`src/rtl/msp_pkg.sv`:
```
// msp_pkg: shared types and constants for the multiplexed servo pulse generator.
// Used by msp_core, msp_rsp_buf and multiplexed_servo_pulse_generator.
package msp_pkg;

   localparam int SLOTS_DEFAULT      = 12;
   localparam int COUNT_BITS_DEFAULT = 20;

   localparam int PIN_BITS    = 12;
   localparam int SLOT_BITS   = 5;
   localparam int IDX_IN_BITS = 4;
   localparam int PULSE_BITS  = 16;
   localparam int SCOUNT_BITS = 4;
   localparam int CFG_BITS    = 20;
   localparam int GUARD_BITS  = 8;
   localparam int CSR_IDX_BITS = 2;
   // wide enough for any saturating sum of a counter and a width or guard
   localparam int SUM_BITS    = 33;

   localparam logic [CFG_BITS-1:0]    REFRESH_RESET = CFG_BITS'(52500);
   localparam logic [GUARD_BITS-1:0]  GUARD_RESET   = GUARD_BITS'(4);
   localparam logic [CFG_BITS-1:0]    START_RESET   = CFG_BITS'(2625);

   typedef enum logic [1:0] {
      CMD_TICK     = 2'd0,
      CMD_SET_SLOT = 2'd1,
      CMD_ENABLE   = 2'd2,
      CMD_DISABLE  = 2'd3
   } cmd_type;

   typedef enum logic [CSR_IDX_BITS-1:0] {
      CSR_SERVO_COUNT = 2'd0,
      CSR_REFRESH     = 2'd1,
      CSR_GUARD       = 2'd2,
      CSR_START_DELAY = 2'd3
   } csr_type;

   typedef struct packed {
      cmd_type                 command;
      logic [IDX_IN_BITS-1:0]  slot_index;
      logic [PULSE_BITS-1:0]   pulse_ticks;
      logic                    slot_active;
   } req_type;

   typedef struct packed {
      logic [PIN_BITS-1:0]         pin_levels;
      logic                        group_running;
      logic signed [SLOT_BITS-1:0] current_slot;
      logic                        event_fired;
   } rsp_type;

   typedef struct packed {
      logic                    valid;
      logic [CSR_IDX_BITS-1:0] index;
      logic [CFG_BITS-1:0]     data;
   } csr_wr_type;

endpackage

```
`src/rtl/msp_core.sv`:
```
// msp_core: configuration registers, timer group state and the per-item step logic.
// Depends on msp_pkg. Produces one result per processed item.
module msp_core #(
   parameter int SLOTS      = msp_pkg::SLOTS_DEFAULT,
   parameter int COUNT_BITS = msp_pkg::COUNT_BITS_DEFAULT
) (
   input  logic                 clock,
   input  logic                 reset,
   input  msp_pkg::csr_wr_type  csr_wr,
   input  logic                 go,
   input  msp_pkg::req_type     item,
   output msp_pkg::rsp_type     result
);

   localparam int IDX_BITS = (SLOTS > 1) ? $clog2(SLOTS) : 1;
   localparam int SB = msp_pkg::SLOT_BITS;
   localparam int SW = msp_pkg::SUM_BITS;
   localparam logic [SW-1:0] CNT_MAX_W = (SW'(1) << COUNT_BITS) - SW'(1);

   function automatic logic [COUNT_BITS-1:0] sat_cnt(input logic [SW-1:0] v);
      return (v > CNT_MAX_W) ? CNT_MAX_W[COUNT_BITS-1:0] : v[COUNT_BITS-1:0];
   endfunction

   // configuration
   logic [msp_pkg::SCOUNT_BITS-1:0] servo_count_ff;
   logic [msp_pkg::CFG_BITS-1:0]    refresh_ff;
   logic [msp_pkg::GUARD_BITS-1:0]  guard_ff;
   logic [msp_pkg::CFG_BITS-1:0]    start_ff;

   // group state
   logic [COUNT_BITS-1:0] cnt_ff, cnt_in;
   logic [COUNT_BITS-1:0] cmp_ff, cmp_in;
   logic signed [SB-1:0]  slot_ff, slot_in;
   logic                  run_ff, run_in;
   logic                  stop_ff, stop_in;
   logic [msp_pkg::PULSE_BITS-1:0] width_ff [SLOTS];
   logic [SLOTS-1:0]      active_ff;
   logic [SLOTS-1:0]      pin_ff, pin_in;

   logic [COUNT_BITS-1:0] cnt_inc;
   logic [COUNT_BITS-1:0] cnt_base;
   logic [SB-1:0]         served;
   logic [SB-1:0]         next_slot;
   logic [IDX_BITS-1:0]   cur_idx;
   logic [IDX_BITS-1:0]   next_idx;
   logic                  cur_served;
   logic                  next_served;
   logic [COUNT_BITS-1:0] cmp_pulse;
   logic [COUNT_BITS-1:0] cmp_guard;
   logic [COUNT_BITS-1:0] cmp_refresh;
   logic                  fired;
   logic                  set_ok;

   assign cnt_inc   = cnt_ff + COUNT_BITS'(1);
   // frame end restarts the counter before the next compare point is formed
   assign cnt_base  = slot_ff[SB-1] ? '0 : cnt_inc;
   assign served    = ({1'b0, servo_count_ff} > SB'(SLOTS)) ? SB'(SLOTS)
                                                            : {1'b0, servo_count_ff};
   assign next_slot = slot_ff + SB'(1);
   assign cur_idx   = slot_ff[IDX_BITS-1:0];
   assign next_idx  = next_slot[IDX_BITS-1:0];
   assign cur_served  = !slot_ff[SB-1] && (slot_ff < served);
   assign next_served = next_slot < served;
   assign cmp_pulse   = sat_cnt(SW'(cnt_base) + SW'(width_ff[next_idx]));
   assign cmp_guard   = sat_cnt(SW'(cnt_base) + SW'(guard_ff));
   assign cmp_refresh = sat_cnt(SW'(refresh_ff));
   assign set_ok      = {1'b0, item.slot_index} < SB'(SLOTS);

   always_comb begin
      cnt_in  = cnt_ff;
      cmp_in  = cmp_ff;
      slot_in = slot_ff;
      run_in  = run_ff;
      stop_in = stop_ff;
      pin_in  = pin_ff;
      fired   = 1'b0;
      if (go) begin
         case (item.command)
            msp_pkg::CMD_TICK: begin
               if (run_ff) begin
                  cnt_in = cnt_inc;
                  if (cnt_inc == cmp_ff) begin
                     fired = 1'b1;
                     if (slot_ff[SB-1]) begin
                        cnt_in = '0;
                     end
                     if (cur_served) begin
                        pin_in[cur_idx] = 1'b0;
                     end
                     if (slot_ff[SB-1] && stop_ff) begin
                        stop_in = 1'b0;
                        run_in  = 1'b0;
                     end else if (next_served) begin
                        slot_in = next_slot;
                        cmp_in  = cmp_pulse;
                        if (active_ff[next_idx]) begin
                           pin_in[next_idx] = 1'b1;
                        end
                     end else begin
                        slot_in = '1;
                        cmp_in  = (cmp_guard > cmp_refresh) ? cmp_guard : cmp_refresh;
                     end
                  end
               end
            end
            msp_pkg::CMD_ENABLE: begin
               if (stop_ff) begin
                  stop_in = 1'b0;
               end else begin
                  cmp_in = sat_cnt(SW'(start_ff));
                  cnt_in = '0;
                  run_in = 1'b1;
               end
            end
            msp_pkg::CMD_DISABLE: begin
               stop_in = 1'b1;
            end
            default: begin
               // slot table write happens in the clocked block
            end
         endcase
      end
   end

   always_ff @(posedge clock) begin
      if (reset) begin
         servo_count_ff <= '0;
         refresh_ff     <= msp_pkg::REFRESH_RESET;
         guard_ff       <= msp_pkg::GUARD_RESET;
         start_ff       <= msp_pkg::START_RESET;
         cnt_ff         <= '0;
         cmp_ff         <= '0;
         slot_ff        <= '0;
         run_ff         <= 1'b0;
         stop_ff        <= 1'b0;
         active_ff      <= '0;
         pin_ff         <= '0;
         for (int i = 0; i < SLOTS; i++) begin
            width_ff[i] <= '0;
         end
      end else begin
         if (csr_wr.valid) begin
            case (msp_pkg::csr_type'(csr_wr.index))
               msp_pkg::CSR_SERVO_COUNT: servo_count_ff <= csr_wr.data[msp_pkg::SCOUNT_BITS-1:0];
               msp_pkg::CSR_REFRESH:     refresh_ff     <= csr_wr.data;
               msp_pkg::CSR_GUARD:       guard_ff       <= csr_wr.data[msp_pkg::GUARD_BITS-1:0];
               msp_pkg::CSR_START_DELAY: start_ff       <= csr_wr.data;
               default: begin
               end
            endcase
         end
         cnt_ff  <= cnt_in;
         cmp_ff  <= cmp_in;
         slot_ff <= slot_in;
         run_ff  <= run_in;
         stop_ff <= stop_in;
         pin_ff  <= pin_in;
         if (go && item.command == msp_pkg::CMD_SET_SLOT && set_ok) begin
            width_ff[item.slot_index[IDX_BITS-1:0]]  <= item.pulse_ticks;
            active_ff[item.slot_index[IDX_BITS-1:0]] <= item.slot_active;
         end
      end
   end

   // only the first twelve slots are visible on the result
   for (genvar g = 0; g < msp_pkg::PIN_BITS; g++) begin : g_pins
      if (g < SLOTS) begin : g_on
         assign result.pin_levels[g] = pin_in[g];
      end else begin : g_off
         assign result.pin_levels[g] = 1'b0;
      end
   end

   assign result.group_running = run_in;
   assign result.current_slot  = slot_in;
   assign result.event_fired   = fired;

endmodule

```
`src/rtl/msp_rsp_buf.sv`:
```
// msp_rsp_buf: two-entry result buffer between the step logic and the rsp channel.
// Depends on msp_pkg for the result item type.
module msp_rsp_buf (
   input  logic              clock,
   input  logic              reset,
   input  logic              push,
   input  msp_pkg::rsp_type  push_data,
   output logic              ready,
   output logic              rsp_valid,
   input  logic              rsp_stall,
   output msp_pkg::rsp_type  rsp_data
);

   msp_pkg::rsp_type ent_ff [2];
   logic             wr_ptr_ff, wr_ptr_in;
   logic             rd_ptr_ff, rd_ptr_in;
   logic [1:0]       count_ff, count_in;
   logic             pop;

   assign ready     = (count_ff != 2'd2);
   assign rsp_valid = (count_ff != 2'd0);
   assign rsp_data  = ent_ff[rd_ptr_ff];
   assign pop       = rsp_valid && !rsp_stall;

   always_comb begin
      wr_ptr_in = push ? ~wr_ptr_ff : wr_ptr_ff;
      rd_ptr_in = pop  ? ~rd_ptr_ff : rd_ptr_ff;
      count_in  = count_ff + 2'(push) - 2'(pop);
   end

   always_ff @(posedge clock) begin
      if (reset) begin
         wr_ptr_ff <= 1'b0;
         rd_ptr_ff <= 1'b0;
         count_ff  <= 2'd0;
      end else begin
         wr_ptr_ff <= wr_ptr_in;
         rd_ptr_ff <= rd_ptr_in;
         count_ff  <= count_in;
      end
      if (push) begin
         ent_ff[wr_ptr_ff] <= push_data;
      end
   end

endmodule

```
`src/rtl/multiplexed_servo_pulse_generator.sv`:
```
// Channel  Direction  Handshake          Payload
// req      in         req_valid/stall    command, slot_index, pulse_ticks, slot_active
// rsp      out        rsp_valid/stall    pin_levels, group_running, current_slot, event_fired
// csr      in         csr_valid/ready    csr_index, csr_data
//
// One item per cycle sustained while the rsp side does not stall. An item is registered on accept,
// stepped through the group state and lands in a two-entry result buffer, from which its
// result is presented on the rsp channel. Reset is synchronous and needs no clearing pass.
// A stalled rsp side fills the buffer, then the input register, then raises req_stall.
// Depends on msp_pkg, msp_core and msp_rsp_buf.
module multiplexed_servo_pulse_generator #(
   parameter int SLOTS      = msp_pkg::SLOTS_DEFAULT,
   parameter int COUNT_BITS = msp_pkg::COUNT_BITS_DEFAULT
) (
   input  logic                                 clock,
   input  logic                                 reset,
   input  logic                                 req_valid,
   output logic                                 req_stall,
   input  logic [1:0]                           req_command,
   input  logic [msp_pkg::IDX_IN_BITS-1:0]      req_slot_index,
   input  logic [msp_pkg::PULSE_BITS-1:0]       req_pulse_ticks,
   input  logic                                 req_slot_active,
   output logic                                 rsp_valid,
   input  logic                                 rsp_stall,
   output logic [msp_pkg::PIN_BITS-1:0]         rsp_pin_levels,
   output logic                                 rsp_group_running,
   output logic signed [msp_pkg::SLOT_BITS-1:0] rsp_current_slot,
   output logic                                 rsp_event_fired,
   input  logic                                 csr_valid,
   output logic                                 csr_ready,
   input  logic [msp_pkg::CSR_IDX_BITS-1:0]     csr_index,
   input  logic [msp_pkg::CFG_BITS-1:0]         csr_data
);

   msp_pkg::req_type    in_item_ff;
   logic                in_v_ff, in_v_in;
   logic                req_take;
   logic                core_go;
   logic                buf_ready;
   msp_pkg::rsp_type    core_rsp;
   msp_pkg::rsp_type    out_rsp;
   msp_pkg::csr_wr_type csr_wr;

   assign csr_ready    = 1'b1;
   assign csr_wr.valid = csr_valid;
   assign csr_wr.index = csr_index;
   assign csr_wr.data  = csr_data;

   assign core_go   = in_v_ff && buf_ready;
   assign req_stall = in_v_ff && !core_go;
   assign req_take  = req_valid && !req_stall;
   assign in_v_in   = req_take || (in_v_ff && !core_go);

   always_ff @(posedge clock) begin
      if (reset) begin
         in_v_ff <= 1'b0;
      end else begin
         in_v_ff <= in_v_in;
      end
      if (req_take) begin
         in_item_ff.command     <= msp_pkg::cmd_type'(req_command);
         in_item_ff.slot_index  <= req_slot_index;
         in_item_ff.pulse_ticks <= req_pulse_ticks;
         in_item_ff.slot_active <= req_slot_active;
      end
   end

   msp_core #(
      .SLOTS      (SLOTS),
      .COUNT_BITS (COUNT_BITS)
   ) u_core (
      .clock  (clock),
      .reset  (reset),
      .csr_wr (csr_wr),
      .go     (core_go),
      .item   (in_item_ff),
      .result (core_rsp)
   );

   msp_rsp_buf u_rsp_buf (
      .clock     (clock),
      .reset     (reset),
      .push      (core_go),
      .push_data (core_rsp),
      .ready     (buf_ready),
      .rsp_valid (rsp_valid),
      .rsp_stall (rsp_stall),
      .rsp_data  (out_rsp)
   );

   assign rsp_pin_levels    = out_rsp.pin_levels;
   assign rsp_group_running = out_rsp.group_running;
   assign rsp_current_slot  = out_rsp.current_slot;
   assign rsp_event_fired   = out_rsp.event_fired;

   // an item taken while one is held must mean the held one moves on
   a_take_drains: assert property (@(posedge clock) disable iff (reset)
      (req_take && in_v_ff) |-> core_go)
      else $error("input register overwritten");

   // only a tick can meet the compare point
   a_fire_on_tick: assert property (@(posedge clock) disable iff (reset)
      (core_go && in_item_ff.command != msp_pkg::CMD_TICK) |-> !core_rsp.event_fired)
      else $error("event on a non-tick item");

   // slot position is either the waiting mark or a real slot
   a_slot_range: assert property (@(posedge clock) disable iff (reset)
      core_go |-> (core_rsp.current_slot == -5'sd1) ||
                  (core_rsp.current_slot >= 0 && 32'(core_rsp.current_slot) < SLOTS))
      else $error("slot position out of range");

   // a result only leaves the buffer when the rsp side takes it
   a_rsp_hold: assert property (@(posedge clock) disable iff (reset)
      ($past(rsp_valid) && $past(rsp_stall) && !$past(reset)) |-> rsp_valid)
      else $error("result dropped under stall");

endmodule
```
`config.mk`:
```
export PLATFORM = sky130hd
export DESIGN_NAME = multiplexed_servo_pulse_generator
export DESIGN_NICKNAME = d
export VERILOG_FILES = /design/src/rtl/msp_pkg.sv /design/src/rtl/msp_core.sv /design/src/rtl/msp_rsp_buf.sv /design/src/rtl/multiplexed_servo_pulse_generator.sv
export SDC_FILE = /design/constraint.sdc
export NUM_CORES = 1
export LEC_CHECK = 0
export ABC_CLOCK_PERIOD_IN_PS = 6900
export BUFFER_PORTS_ARGS = -buffer_cell sky130_fd_sc_hd__clkbuf_2
export CORE_MARGIN = 2
export CORE_UTILIZATION = 45
export CTS_CLUSTER_DIAMETER = 60
export CTS_CLUSTER_SIZE = 28
export DETAILED_ROUTE_END_ITERATION = 6
export GPL_TIMING_DRIVEN = 0
export SYNTH_ARGS = -nofsm -noshare
export SYNTH_HDL_FRONTEND = slang
export SYNTH_SLANG_ARGS = --single-unit
```
`constraint.sdc`:
```
create_clock -name clock -period 6.9 [get_ports clock]
set_input_delay 1.38 -clock clock [delete_from_list [all_inputs] [get_ports clock]]
set_output_delay 1.38 -clock clock [all_outputs]
set_load 0.05 [all_outputs]
```
Word level (Yosys, flattened, before mapping):

Memories as Yosys holds them, arrays and structs flattened. A register that Yosys moved wholly into a read port is not among the register bits.
Index checks and enable logic that the tools add are counted.

* flip-flop bits (word level): 151
* bits in latches: 0
* RAM bits: 230
* memory bits (read-only): 0
* output and inout bits: 22
* logic and storage cells: 155
* memories: 2

Memories
* u_core.width_ff: words 12, bits a word 16, rd ports 1, clocked after Yosys merged registers in 0, wr ports 12, RTL line msp_core.sv:36 `logic [msp_pkg::PULSE_BITS-1:0] width_ff [SLOTS];`
* u_rsp_buf.ent_ff: words 2, bits a word 19, rd ports 1, clocked after Yosys merged registers in 1, wr ports 1, RTL line msp_rsp_buf.sv:14 `msp_pkg::rsp_type ent_ff [2];`

* add/sub/neg operators: 6
* multipliers: 0
* div/mod/pow operators: 0
* order comparisons: 13
* equal/unequal tests: 13
* shifts and indexed selects: 0
* multiplexer cells: 68
* bitwise gates (word level): 5
* reduce and logical (&&, ||, !) cells: 29

Operators by type and width (number)
* 2-to-1 mux 20 bit: 12
* 2-to-1 mux 12 bit: 12
* one-hot mux 20 bit (2 select lines): 2
* > comparator 33 x 20 -> 1 bit, second input constant: 2
* 2-to-1 mux 5 bit: 6
* 2-to-1 mux 1 bit: 26
* adder 20 x 16 -> 21 bit: 1
* adder 20 x 8 -> 21 bit: 1
* adder 20 x 1 -> 20 bit, second input constant: 1
* equality test 20 bit: 1
* > comparator 20 bit: 1
* 2-to-1 mux 16 bit: 1
* OR reduction 16 bit: 1
* < comparator 4 x 5 -> 1 bit, second input constant: 3
* bitwise AND 12 bit: 1
* bitwise mux 12 bit: 1
* demux 1 bit (select 4 bit): 3
* >= comparator 4 x 1 -> 1 bit, second input constant: 3
* inverter 12 bit: 1
* bitwise OR 12 bit: 1
* logical AND 1 bit: 11
* < comparator 5 bit: 2
* equality test 2 bit, second input constant: 4
* 2-to-1 mux 4 bit: 2
* 21 further kinds: 35

Depth between registers and ports, before layout:

Gate-level depths: netlist of the first run.

* word-level depth: 19
* depth in mapped cells: 29
* mapped depth without buffers: 25

By module:

Synthesis of the first run repeated with hierarchy kept, for this count alone.

* cell total of the unflattened synthesis: 1975
* area total of the unflattened synthesis: 22943.3 sq um

By module, submodules not included
* msp_core: times used 1, cells each 1863, area each 20520.9 sq um
* msp_rsp_buf: times used 1, cells each 82, area each 1664.1 sq um
* multiplexed_servo_pulse_generator: times used 1, cells each 30, area each 758.2 sq um

Least setup slack after synthesis of the first run:

OpenSTA, ideal clock, no wires.

* path type: reg2reg
* from: register u_core.slot_ff[0]
* to: register u_core.cmp_ff[15]
* library setup time: 0.125 ns
* arrival: 5.646 ns
* required time: 6.775 ns
* path slack: 1.129 ns
* cell stages (with the launch flop): 23
* buffers on the path: 7
* clock period less this slack: 5.771 ns
* cells stage by stage: dfxtp_1 > buf_6 > clkinv_1 > ha_1 > buf_6 > buf_4 > buf_4 > buf_1 > clkbuf_1 > mux4_2 > mux4_2 > ha_1 > fa_1 > nor2_1 > a31oi_1 > o2111ai_1 > inv_2 > a311o_1 > a221oi_4 > o21ai_2 > buf_6 > o31ai_1 > a31oi_1

* cells in the longest elaborated chain, start to end: 10
* elaborated cells on any way between the ends: 11

Ends and longest elaborated chain
* start, declared: RTL line msp_core.sv:33 `logic signed [SB-1:0] slot_ff, slot_in;`
* start signal, assigned: RTL line msp_core.sv:154 `slot_ff <= slot_in;`
* adder 5 x 2 -> 5 bit (*): RTL line msp_core.sv:59 `assign next_slot = slot_ff + SB'(1);`
* memory (12 x 16 bit)
* adder 20 x 16 -> 21 bit: RTL line msp_core.sv:64 `assign cmp_pulse = sat_cnt(SW'(cnt_base) + SW'(width_ff[next_idx]));`
* > comparator 33 x 20 -> 1 bit: RTL line msp_core.sv:21 `return (v > CNT_MAX_W) ? CNT_MAX_W[COUNT_BITS-1:0] : v[COUNT_BITS-1:0];`
* 2-to-1 mux 20 bit: RTL line msp_core.sv:21
* 2-to-1 mux 20 bit (*): RTL line msp_core.sv:93 `end else if (next_served) begin`
* 2-to-1 mux 20 bit (*): RTL line msp_core.sv:90 `if (slot_ff[SB-1] && stop_ff) begin`
* 2-to-1 mux 20 bit (*): RTL line msp_core.sv:82 `if (cnt_inc == cmp_ff) begin`
* 2-to-1 mux 20 bit (*): RTL line msp_core.sv:80 `if (run_ff) begin`
* one-hot mux 20 bit (2 select lines) (*): RTL line msp_core.sv:78 `case (item.command)`
* end signal, assigned: RTL line msp_core.sv:153 `cmp_ff <= cmp_in;`
* end, declared: RTL line msp_core.sv:32 `logic [COUNT_BITS-1:0] cmp_ff, cmp_in;`

Every way passes the cells marked *; elsewhere a longest branch is shown, timed or not. The select of a mux whose other input is x is not followed.
A chain may end at the register's enable or synchronous reset.

Worst setup path in the final report of the first run:

Same ends and word-level chain as after synthesis.

==> results of run 1 <==
[cell families after synthesis]
group	Yosys count	synth area share (%)
muxes	140	10.5
buffers and inverters	174	3.45
xor gates and xnor gates	76	3.12
and+or+nand+nor	732	16.8
adders and majority gates	52	2.95
AOI/OAI and AO/OA	306	8.77
other	2	0.0337
DFF	446	54.3
[layer usage]
metal  GRT usage, %  vias to the layer above
met3           3.91                      145
met1           32.6                     7735
met2           43.3                      567
met4           12.1                        0
met5              0                        -
li1               -                     7268
[cells in the final DEF, fill, tap and decap left out, drive strengths merged, types with 11 or more instances in the layout]
cell	count
dfxtp	129
conb	65
a311oi	11
buf	40
nor2b	16
nand3	48
and3	14
nor3	24
clkbuf	183
a21oi	96
o211ai	13
ha	47
mux4	71
nor2	120
edfxtp	317
xor2	31
a31oi	19
mux2i	43
nand4	12
o21ai	79
and2	213
xnor2	44
nand2	212
mux2	26
a21o	21
inv	75
or2	13
nand2b	12
[where the power goes]
| group | switching [uW] | total, uW | internal [uW] |
|---|---|---|---|
| clock network | 1140 | 2250 | 1110 |
| logic | 403 | 583 | 181 |
| registers | 54.9 | 3040 | 2990 |
[synthesized netlist by cell type, types with 10 or more instances]
| cell | instances | area share, % |
|---|---|---|
| or2_2 | 10 | 0.28 |
| dfxtp_1 | 129 | 12 |
| inv_1 | 56 | 0.94 |
| mux2_2 | 24 | 1.2 |
| nor3_1 | 22 | 0.49 |
| nand4_1 | 12 | 0.34 |
| xnor2_1 | 43 | 1.7 |
| a21oi_1 | 96 | 2.2 |
| buf_2 | 12 | 0.27 |
| a21o_1 | 21 | 0.71 |
| clkbuf_1 | 75 | 1.3 |
| nor2_1 | 119 | 2.0 |
| a31oi_1 | 19 | 0.53 |
| nand2_1 | 212 | 3.6 |
| a311oi_1 | 11 | 0.43 |
| ha_1 | 47 | 2.6 |
| nand2b_1 | 12 | 0.34 |
| xor2_1 | 30 | 1.2 |
| nor2b_1 | 16 | 0.45 |
| mux4_2 | 67 | 6.8 |
| mux2i_1 | 42 | 1.9 |
| o211ai_1 | 13 | 0.44 |
| o21ai_0 | 75 | 1.7 |
| and2_1 | 212 | 6.0 |
| nand3_1 | 47 | 1.1 |
| edfxtp_1 | 317 | 43 |
| and3_1 | 14 | 0.39 |
[registers in the layout (all words and copies together), names as in the netlist, 20 cells and up, named ones only]
name	count
in_item_ff	23
u_core.cmp_ff	20
u_core.cmp_refresh	20
u_core.cnt_ff	20
u_core.start_ff	20
u_core.width_ff	256
u_rsp_buf.ent_ff	38
[through the flow]
| stage | setup slack [ns] | instance area, sq um | total power, uW | hold slack, ns |
|---|---|---|---|---|
| 3_3_place_gp | -1.25 | 23700 | 3670 | 0.447 |
| 3_5_place_dp | -1.23 | 23800 | 3690 | 0.453 |
| 5_1_grt | 0.0895 | 25200 | 6060 | 0.482 |
| 4_1_cts | 0.00112 | 25100 | 5920 | 0.464 |
| 6_report | 0.314 | 25200 | 5880 | 0.466 |
| 2_1_floorplan | 1.13 | 22500 | 3480 | 0.432 |
[what timing repair did]
action,in CTS,in global routing
setup endpoints to repair,20,19
buffers inserted,0,3
hold buffers,0,0
pin swaps,0,0
gates cloned,0,0
gates resized for setup,13,22
[how the worst max path moves through the flow]
stage,endpoint,cells after the start
after global placement,u_core.cmp_ff[15],22
after global routing,u_core.cmp_ff[15],21
final,u_core.cmp_ff[15],21
after detailed placement,u_core.cmp_ff[15],22
after floorplan,u_core.cmp_ff[15],22
after CTS,u_core.cmp_ff[15],26
[layout make-up]
cell class,count,area share [%]
Sequential cell,446,48.0
Timing Repair Buffer,78,1.90
Multi-Input combinational cell,1371,38.6
Inverter,61,0.918
Tap cell,664,3.29
Clock buffer,39,3.70
Clock inverter,26,1.32
Buffer,110,2.26
[tightest hold or removal path, stage by stage (launching register included)]
cell	delay (ns)
dfxtp_1	0.32
nand2_1	0.05
a21oi_1	0.05
==> impl_metrics.tcl, run 1 <==
set metrics [dict create \
    synth_ff_type "edfxtp_1" \
    place_inst 2730 \
    synth_edf_count 317 \
    root_buffer "clkbuf_16" \
    diodes 0 \
    cts_tree "built" \
    path_max_fanout 19 \
    clk_latency_ns 0.60 \
    drc 0 \
    met1_length_um 26900 \
    setup_viol 0 \
    reg2regPathDepth 21 \
    regArea_sq_um 12100 \
    whs_path_depth 2 \
    synth_warnings 0 \
    drt_iter0_markers 1340 \
    clkSinkCount 446 \
    fill_cells 4374 \
    multiInputGateArea_sq_um 9740 \
    setup.worst_path.end_class "flop" \
    stdcell_count 2795 \
    finalCritPeriodShare_pct 95.5 \
    placeableCoreArea_sq_um 49000 \
    ys_ff_latch 446 \
    avgSynthCellArea_sq_um 11.6 \
    clockBufferDepth 3 \
    place.gp.congestion 0.964 \
    rows 81 \
    cpPeakStageDelay_ns 0.54 \
    crit_start "u_core.slot_ff[0]" \
    synthToLayoutAreaGrowth_pct 13.2 \
    vias 15700 \
    first_pass_iters 6 \
    crit_buf_inv 8 \
    numCtsBuffers 36 \
    via_per_inst 5.62 \
    drive_gt1_share_pct 14.7 \
    synth_cell_type_count 93 \
    ios 72 \
    met3WireLength_um 3880 \
    syn_area_sq_um 22300 \
    critical-path-top-delay-family "compound AO/OA/AOI/OAI gates" \
    start_util_pct 45.5 \
    p_per_area_nw_per_um2 233 \
    start_kind "flop" \
    grt_max_degree 27 \
    ys_seq_area_share_pct 54.3 \
    crit_type "flop to flop" \
    worst-slew-pin-transition_ns 1.33 \
    die_h_um 226 \
    portBuffers 70 \
    clk_pin_slew_ns 0.08 \
    grt.total_usage_pct 25.7 \
    routedWlPerCell_um 23.2 \
    r2r_end "u_core.cmp_ff[15]" \
    max_freq_mhz 152 \
    slowest_stage "mux4_2" \
    wl_met2_um 30900 \
    regToRegSetupSlack_ns 0.31 \
    timing.final.crit_period_ns 6.59 \
    nets 2203 \
    hold_viol 0 \
    grt_first_pass_wirelength_um 95900 \
    async_flop_share_pct 0 \
    reg2reg_from "u_core.slot_ff[0]" \
    die-area_sq_um 51300 \
    status "complete, no violations" \
    min_from "u_core.start_ff[2]" \
    leakage_uw 0.00944 \
    ir_drop_v 0.000273 \
    hp-class "flop to flop" \
    rsz0062_at_grt "false" \
    grt_pass1_vias 15400 \
    slew_violations 0 \
    fin_util_pct 51.5 \
    crit_top_cell "buf_6" \
    overflow 0 \
    dp_hpwl_um 47600 \
    maxCapViolCount 0 \
    worstPathCellList "buf_6, clkinv_2, ha_1, buf_6, buf_4, buf_8, clkbuf_4, mux4_2, mux4_2, ha_1, fa_1, nor2_1, a31oi_1, o2111ai_1, inv_2, a311o_1, a221oi_4, o21ai_2, buf_6, o31ai_2, a31oi_1" \
    slew_headroom_pct 10.4 \
    min_to "u_core.start_ff[2]" \
    cp_data_arrival_time_ns 7.02 \
    grt_antenna_before_repair 0 \
    detail-route-antenna-nets 0 \
    wl_um 64900 \
    critical_path_required_ns 7.34 \
    fin_tns_setup_ns 0 \
    top_layer "met4" \
    synth_cells 1928 \
    h-tree-depth 2 \
    clock_skew_ns 0.0450 \
    die_w_um 226 \
]
(Power assumes the default switching activity.)
==> run 2, diff against run 1 <==
--- a/config.mk
+++ b/config.mk
@@ -5,7 +5,7 @@
 export SDC_FILE = /design/constraint.sdc
 export NUM_CORES = 1
 export LEC_CHECK = 0
-export ABC_CLOCK_PERIOD_IN_PS = 6900
+export ABC_CLOCK_PERIOD_IN_PS = 8400
 export BUFFER_PORTS_ARGS = -buffer_cell sky130_fd_sc_hd__clkbuf_2
 export CORE_MARGIN = 2
 export CORE_UTILIZATION = 45
==> constraint.sdc (replaced) <==
create_clock -name clock -period 8.4 [get_ports clock]
set_input_delay 1.68 -clock clock [delete_from_list [all_inputs] [get_ports clock]]
set_output_delay 1.68 -clock clock [all_outputs]
set_load 0.05 [all_outputs]
==> run 2 against run 1 <==
Sequential share of layout area grew 0.27 points. Non-clock buffer count is 1 lower. Fmax is 14% lower. Critical path type unchanged.
==> impl_metrics.tcl, run 2 (synthesis gave the netlist of run 1 again) <==
set metrics [dict create \
    status "complete, no violations" \
    multiInputGateArea_sq_um 9660 \
    regArea_sq_um 12100 \
    setup.worst_path.end_class "flop" \
    diodes 0 \
    path_max_fanout 19 \
    layout.cells.most_common "edfxtp_1" \
    die_h_um 226 \
    clockBufferDepth 3 \
    die-area_sq_um 51300 \
    stdcell_count 2794 \
    grt_first_pass_wirelength_um 95900 \
    synthToLayoutAreaGrowth_pct 12.6 \
    maxCapViolCount 0 \
    worst-slew-pin-transition_ns 1.37 \
    place.gp.congestion 0.964 \
    clk_pin_slew_ns 0.08 \
    routedWlPerCell_um 23.3 \
    nets 2202 \
    largest_register_ffs 256 \
    slowest_stage "clkdlybuf4s15_1" \
    grt_antenna_before_repair 0 \
    grt_pass1_vias 15500 \
    hold_viol 0 \
    rsz0062_at_grt "false" \
    cpPeakStageDelay_ns 0.78 \
    regMostFlops "u_core.width_ff" \
    pre_cts_ws_ns 0.267 \
    worstPathCellList "buf_6, clkinv_1, ha_1, buf_6, buf_4, buf_4, clkdlybuf4s15_1, mux4_2, mux4_2, ha_1, fa_1, nor2_1, a31oi_1, o2111ai_1, inv_2, a311o_1, a221oi_4, o21ai_2, buf_6, o31ai_1, a31oi_1" \
    max_freq_mhz 130 \
    drc 0 \
    postCtsSetupRepairBufs 0 \
    slew_headroom_pct 8.01 \
    clkSinkCount 446 \
    start_util_pct 45.5 \
    place_inst 2730 \
    ios 72 \
    reg.largest.list "u_core.width_ff: 256 flops, u_rsp_buf.ent_ff: 38 flops, in_item_ff: 23 flops" \
    grt.total_usage_pct 25.7 \
    wl_um 65000 \
    critical_path_required_ns 8.83 \
    vias 15700 \
    fin_tns_setup_ns 0 \
    portBuffers 70 \
    start_kind "flop" \
    numCtsBuffers 36 \
    drt_iter0_markers 1418 \
    h-tree-depth 2 \
    timing.final.crit_period_ns 7.66 \
    holdWs_ns 0.466 \
    drive_gt1_share_pct 13.7 \
    clk_latency_ns 0.59 \
    slew_violations 0 \
    detail-route-antenna-nets 0 \
    ir_drop_v 0.000223 \
    root_buffer "clkbuf_16" \
    overflow 0 \
    crit_type "flop to flop" \
    dp_hpwl_um 47600 \
    clock_skew_ns 0.0430 \
    layout_common_cells "317 x edfxtp_1, 212 x nand2_1, 212 x and2_1" \
    placeableCoreArea_sq_um 49000 \
    hp-class "flop to flop" \
    finalCritPeriodShare_pct 91.2 \
    first_pass_iters 7 \
    fill_cells 4372 \
    die_w_um 226 \
    leakage_uw 0.00935 \
    cp_data_arrival_time_ns 8.09 \
    setup_viol 0 \
    cts_tree "built" \
    via_per_inst 5.61 \
    fin_ws_ns 0.737 \
    rows 81 \
    crit_top_cell "buf_6" \
    p_per_area_nw_per_um2 192 \
    grt_max_degree 27 \
]
==> run 2: cell types whose count changed in the layout (fill, tap and decap cells not counted), moves of 2 or more <==
cell	delta
clkinv_2	-2
buf_4	-2
clkbuf_4	-2
dfxtp_2	-2
clkbuf_1	+4
clkdlybuf4s15_2	-3
buf_1	+4
dfxtp_1	+2
clkinv_1	+2
==> run 2: final cells by class <==
class                      instances  share of cell area (%)
sequential                       446                    48.3
multi-input combinational       1371                    38.5
clock buffer                      39                    3.72
tap                              664                    3.31
buffer                           112                    2.16
timing repair buffer              75                    1.77
clock inverter                    26                    1.33
inverter                          61                   0.913
==> run 2: worst paths after layout <==
kind	startpoint	endpoint	slack [ns]	cells past startpoint
hold / removal	u_core.start_ff[2]	u_core.start_ff[2]	0.47	2
setup reg to reg	u_core.slot_ff[0]	u_core.cmp_ff[15]	0.74	21
hold reg to reg	u_core.start_ff[2]	u_core.start_ff[2]	0.47	2
setup / recovery	u_core.slot_ff[0]	u_core.cmp_ff[15]	0.74	21
==> run 2: worst max-delay path, delay by kind of cell (launching register included) <==
kind            cells  cell delay, ns
compound gates      7            2.05
fa+ha+maj           3            1.23
buf+inv             8            2.65
flops               1            0.43
mux                 2            0.96
simple gates        1            0.13
==> run 2: repair_timing <==
| action | in CTS | in global routing |
|---|---|---|
| setup endpoints to repair | 0 | 1 |
| hold buffers | 0 | 0 |
| gates resized for setup | 0 | 2 |
==> run 2: per-layer routing <==
| metal | track usage [%] | wire [um] | vias up | share of wire (%) |
|---|---|---|---|---|
| met5 | 0 | 0 | - | 0 |
| met4 | 12.1 | 3190 | 0 | 4.9 |
| met3 | 3.94 | 4020 | 132 | 6.2 |
| met2 | 43.2 | 31000 | 536 | 48 |
| met1 | 32.6 | 26800 | 7732 | 41 |
| li1 | - | - | 7265 | - |
==> run 2: stage by stage <==
stage	utilization, %	instance area [sq um]	power, uW
2_1_floorplan	-	22500	2860
3_3_place_gp	48.4	23700	3010
3_5_place_dp	48.6	23800	3030
4_1_cts	51.2	25100	4860
5_1_grt	51.2	25100	4980
6_report	51.2	25100	4820
==> run 2: power breakdown <==
part / total [uW] / switching, uW / internal, uW / leakage [uW]
Clock: 1850 / 937 / 909 / 0.000615
Sequential: 2500 / 45.0 / 2450 / 0.00424
Combinational: 479 / 331 / 148 / 0.00450
==> run 3, diff against run 2 <==
--- a/config.mk
+++ b/config.mk
@@ -5,6 +5,7 @@
 export SDC_FILE = /design/constraint.sdc
 export NUM_CORES = 1
 export LEC_CHECK = 0
+export ABC_AREA = 1
 export ABC_CLOCK_PERIOD_IN_PS = 8400
 export BUFFER_PORTS_ARGS = -buffer_cell sky130_fd_sc_hd__clkbuf_2
 export CORE_MARGIN = 2
==> run 3 against run 2 <==
Design area increased by 3.0%. Wire length increased by 11%. Hold slack lost 0.0097 ns. Non-clock buffer count is 21 higher. Clock skew about the same.
==> impl_metrics.tcl, run 3 <==
set metrics [dict create \
    status "complete, no violations" \
    layout_common_cells "526 x nand2_1, 459 x nor2_1, 317 x edfxtp_1" \
    synthToLayoutAreaGrowth_pct 12.3 \
    cts_resized 0 \
    vias 19600 \
    critical_path_required_ns 8.84 \
    die_w_um 230 \
    min_from "u_core.start_ff[13]" \
    avgSynthCellArea_sq_um 8.48 \
    numCtsBuffers 37 \
    yosysMostFrequentCell "nand2_1" \
    yosys.area_share.simple_pct 24.7 \
    first_pass_iters 7 \
    place.gp.congestion 0.951 \
    synth_cells 2712 \
    wl_um 72000 \
    async_flop_share_pct 0 \
    via_per_inst 5.47 \
    cpPeakStageDelay_ns 0.70 \
    rows 82 \
    rsz0062_at_grt "false" \
    clk_pin_slew_ns 0.07 \
    grt_antenna_before_repair 1 \
    h-tree-depth 2 \
    grt_pass1_vias 18700 \
    clock_skew_ns 0.0429 \
    synth_warnings 0 \
    hp-class "flop to flop" \
    slew_headroom_pct 21.5 \
    yosys.area.top_type "edfxtp_1" \
    cts_tree "built" \
    synth_area_leaders "edfxtp_1 41%, dfxtp_1 11%, nand2_1 8.6%" \
    hold_viol 0 \
    syn_area_sq_um 23000 \
    routedWlPerCell_um 20.1 \
    hold_buffers 0 \
    cp_data_arrival_time_ns 7.67 \
    start_kind "flop" \
    synth_adder_area_share_pct 2.73 \
    ys_ff_latch 446 \
    max_freq_mhz 138 \
    grt_first_pass_wirelength_um 109000 \
    fin_tns_setup_ns 0 \
    die-area_sq_um 52900 \
    crit_type "flop to flop" \
    reg2reg_from "u_core.slot_ff[0]" \
    crit_top_cell "nand2_1" \
    worst-slew-pin-transition_ns 1.18 \
    synth_mux_area_share_pct 0.930 \
    p_per_area_nw_per_um2 193 \
    finalCritPeriodShare_pct 86.0 \
    grt_max_degree 24 \
    synth-compound-area-share_pct 10.7 \
    clk_latency_ns 0.62 \
    synth-xor-area-share_pct 1.31 \
    yosysTopAreaCellShare_pct 41.4 \
    setup.worst_path.end_class "flop" \
    dp_hpwl_um 54700 \
    timing.final.crit_period_ns 7.23 \
    drt_iter0_markers 1959 \
    drc 0 \
    path_max_fanout 11 \
    leakage_uw 0.0109 \
    holdWs_ns 0.456 \
    slowest_stage "buf_1" \
    synth_ff_type "edfxtp_1" \
    ir_drop_v 0.000203 \
    overflow 0 \
    synth_cell_type_count 60 \
    clockBufferDepth 3 \
    placeableCoreArea_sq_um 50300 \
    ys_seq_area_share_pct 52.6 \
    maxCapViolCount 0 \
    die_h_um 230 \
    postCtsSetupRepairBufs 0 \
    root_buffer "clkbuf_16" \
    crit_start "u_core.slot_ff[0]" \
    largest_register_ffs 256 \
    grt.total_usage_pct 27.0 \
    layout.cells.most_common "nand2_1" \
    synth_edf_count 317 \
    start_util_pct 45.7 \
    drive_gt1_share_pct 9.50 \
    clkSinkCount 446 \
    synth_top_family_by_area "simple AND/OR/NAND/NOR gates" \
    portBuffers 69 \
    detail-route-antenna-nets 0 \
    setup_viol 0 \
    slew_violations 0 \
    reg.largest.list "u_core.width_ff: 256 flops, u_rsp_buf.ent_ff: 38 flops, in_item_ff: 23 flops" \
    synth_commonest_cells "526 x nand2_1, 461 x nor2_1, 317 x edfxtp_1" \
    diodes 0 \
    nets 2986 \
    ios 72 \
    regMostFlops "u_core.width_ff" \
]
-- run 3: cell count changes after synthesis, sizes merged, moves of 71 or more --
cell	previous run	this run
mux4	71	0
o21ai	79	198
nand2	212	547
nand3	48	201
nor2	120	475
and2	213	2
inv	59	268
-- run 3: metrics by stage --
stage	setup slack [ns]	area, sq um	instances	utilization (%)	total power, uW
after floorplan	3.98	23200	2775	-	2940
after global placement	1.34	24400	3516	48.6	3110
after detailed placement	1.38	24500	3520	48.7	3120
after CTS	1.38	25800	3588	51.4	5020
after global routing	0.811	25800	3588	51.4	5160
final	1.17	25800	3588	51.4	4990
-- run 3: logic make-up (layout without fill, tap and decap cells) --
kind of cell               count (synthesis)  in the layout
other                                      2             65
AOI/OAI and AO/OA                        444            444
xor gates and xnor gates                  27             27
and+or+nand+nor                         1319           1319
adders and majority gates                 49             49
buffers and inverters                    406            547
muxes                                     19             19
DFF                                      446            446
-- run 3: final timing paths --
check                                      endpoint  slack (ns)  cells past startpoint
worst max-delay path              u_core.cmp_ff[19]        1.17                     30
worst min-delay path            u_core.start_ff[13]        0.46                      2
worst max register to register    u_core.cmp_ff[19]        1.17                     30
worst min register to register  u_core.start_ff[13]        0.46                      2
-- run 3: area by class of cell --
| type | instances | area [sq um] |
|---|---|---|
| buffer | 135 | 583 |
| clock buffer | 44 | 962 |
| clock inverter | 24 | 364 |
| fill | 4918 | 24500 |
| inverter | 271 | 1020 |
| multi-input combinational | 1923 | 9540 |
| sequential | 446 | 12100 |
| tap | 672 | 841 |
| timing repair buffer | 73 | 405 |
-- run 3: report_power, final --
part	switching, uW	internal, uW	leakage [uW]
combinational	413	149	0.00601
clock	921	995	0.000637
sequential	48.6	2470	0.00424
total	1380	3610	0.0109
-- run 3: per-layer routing --
metal / wire [um] / vias up / global-route usage [%] / part of all wire [%]
li1: - / 9375 / - / -
met1: 32100 / 9459 / 37.0 / 45
met2: 33700 / 673 / 44.8 / 47
met3: 4490 / 108 / 3.89 / 6.2
met4: 1820 / 0 / 7.52 / 2.5
met5: 0 / - / 0 / 0
-- run 3: worst max-delay path, delay by kind of cell (launching register included) --
kind	cells	cell delay (ns)
compound gates	4	0.63
simple gates	15	1.72
buf+inv	9	3.62
flops	1	0.35
fa+ha+maj	2	0.73
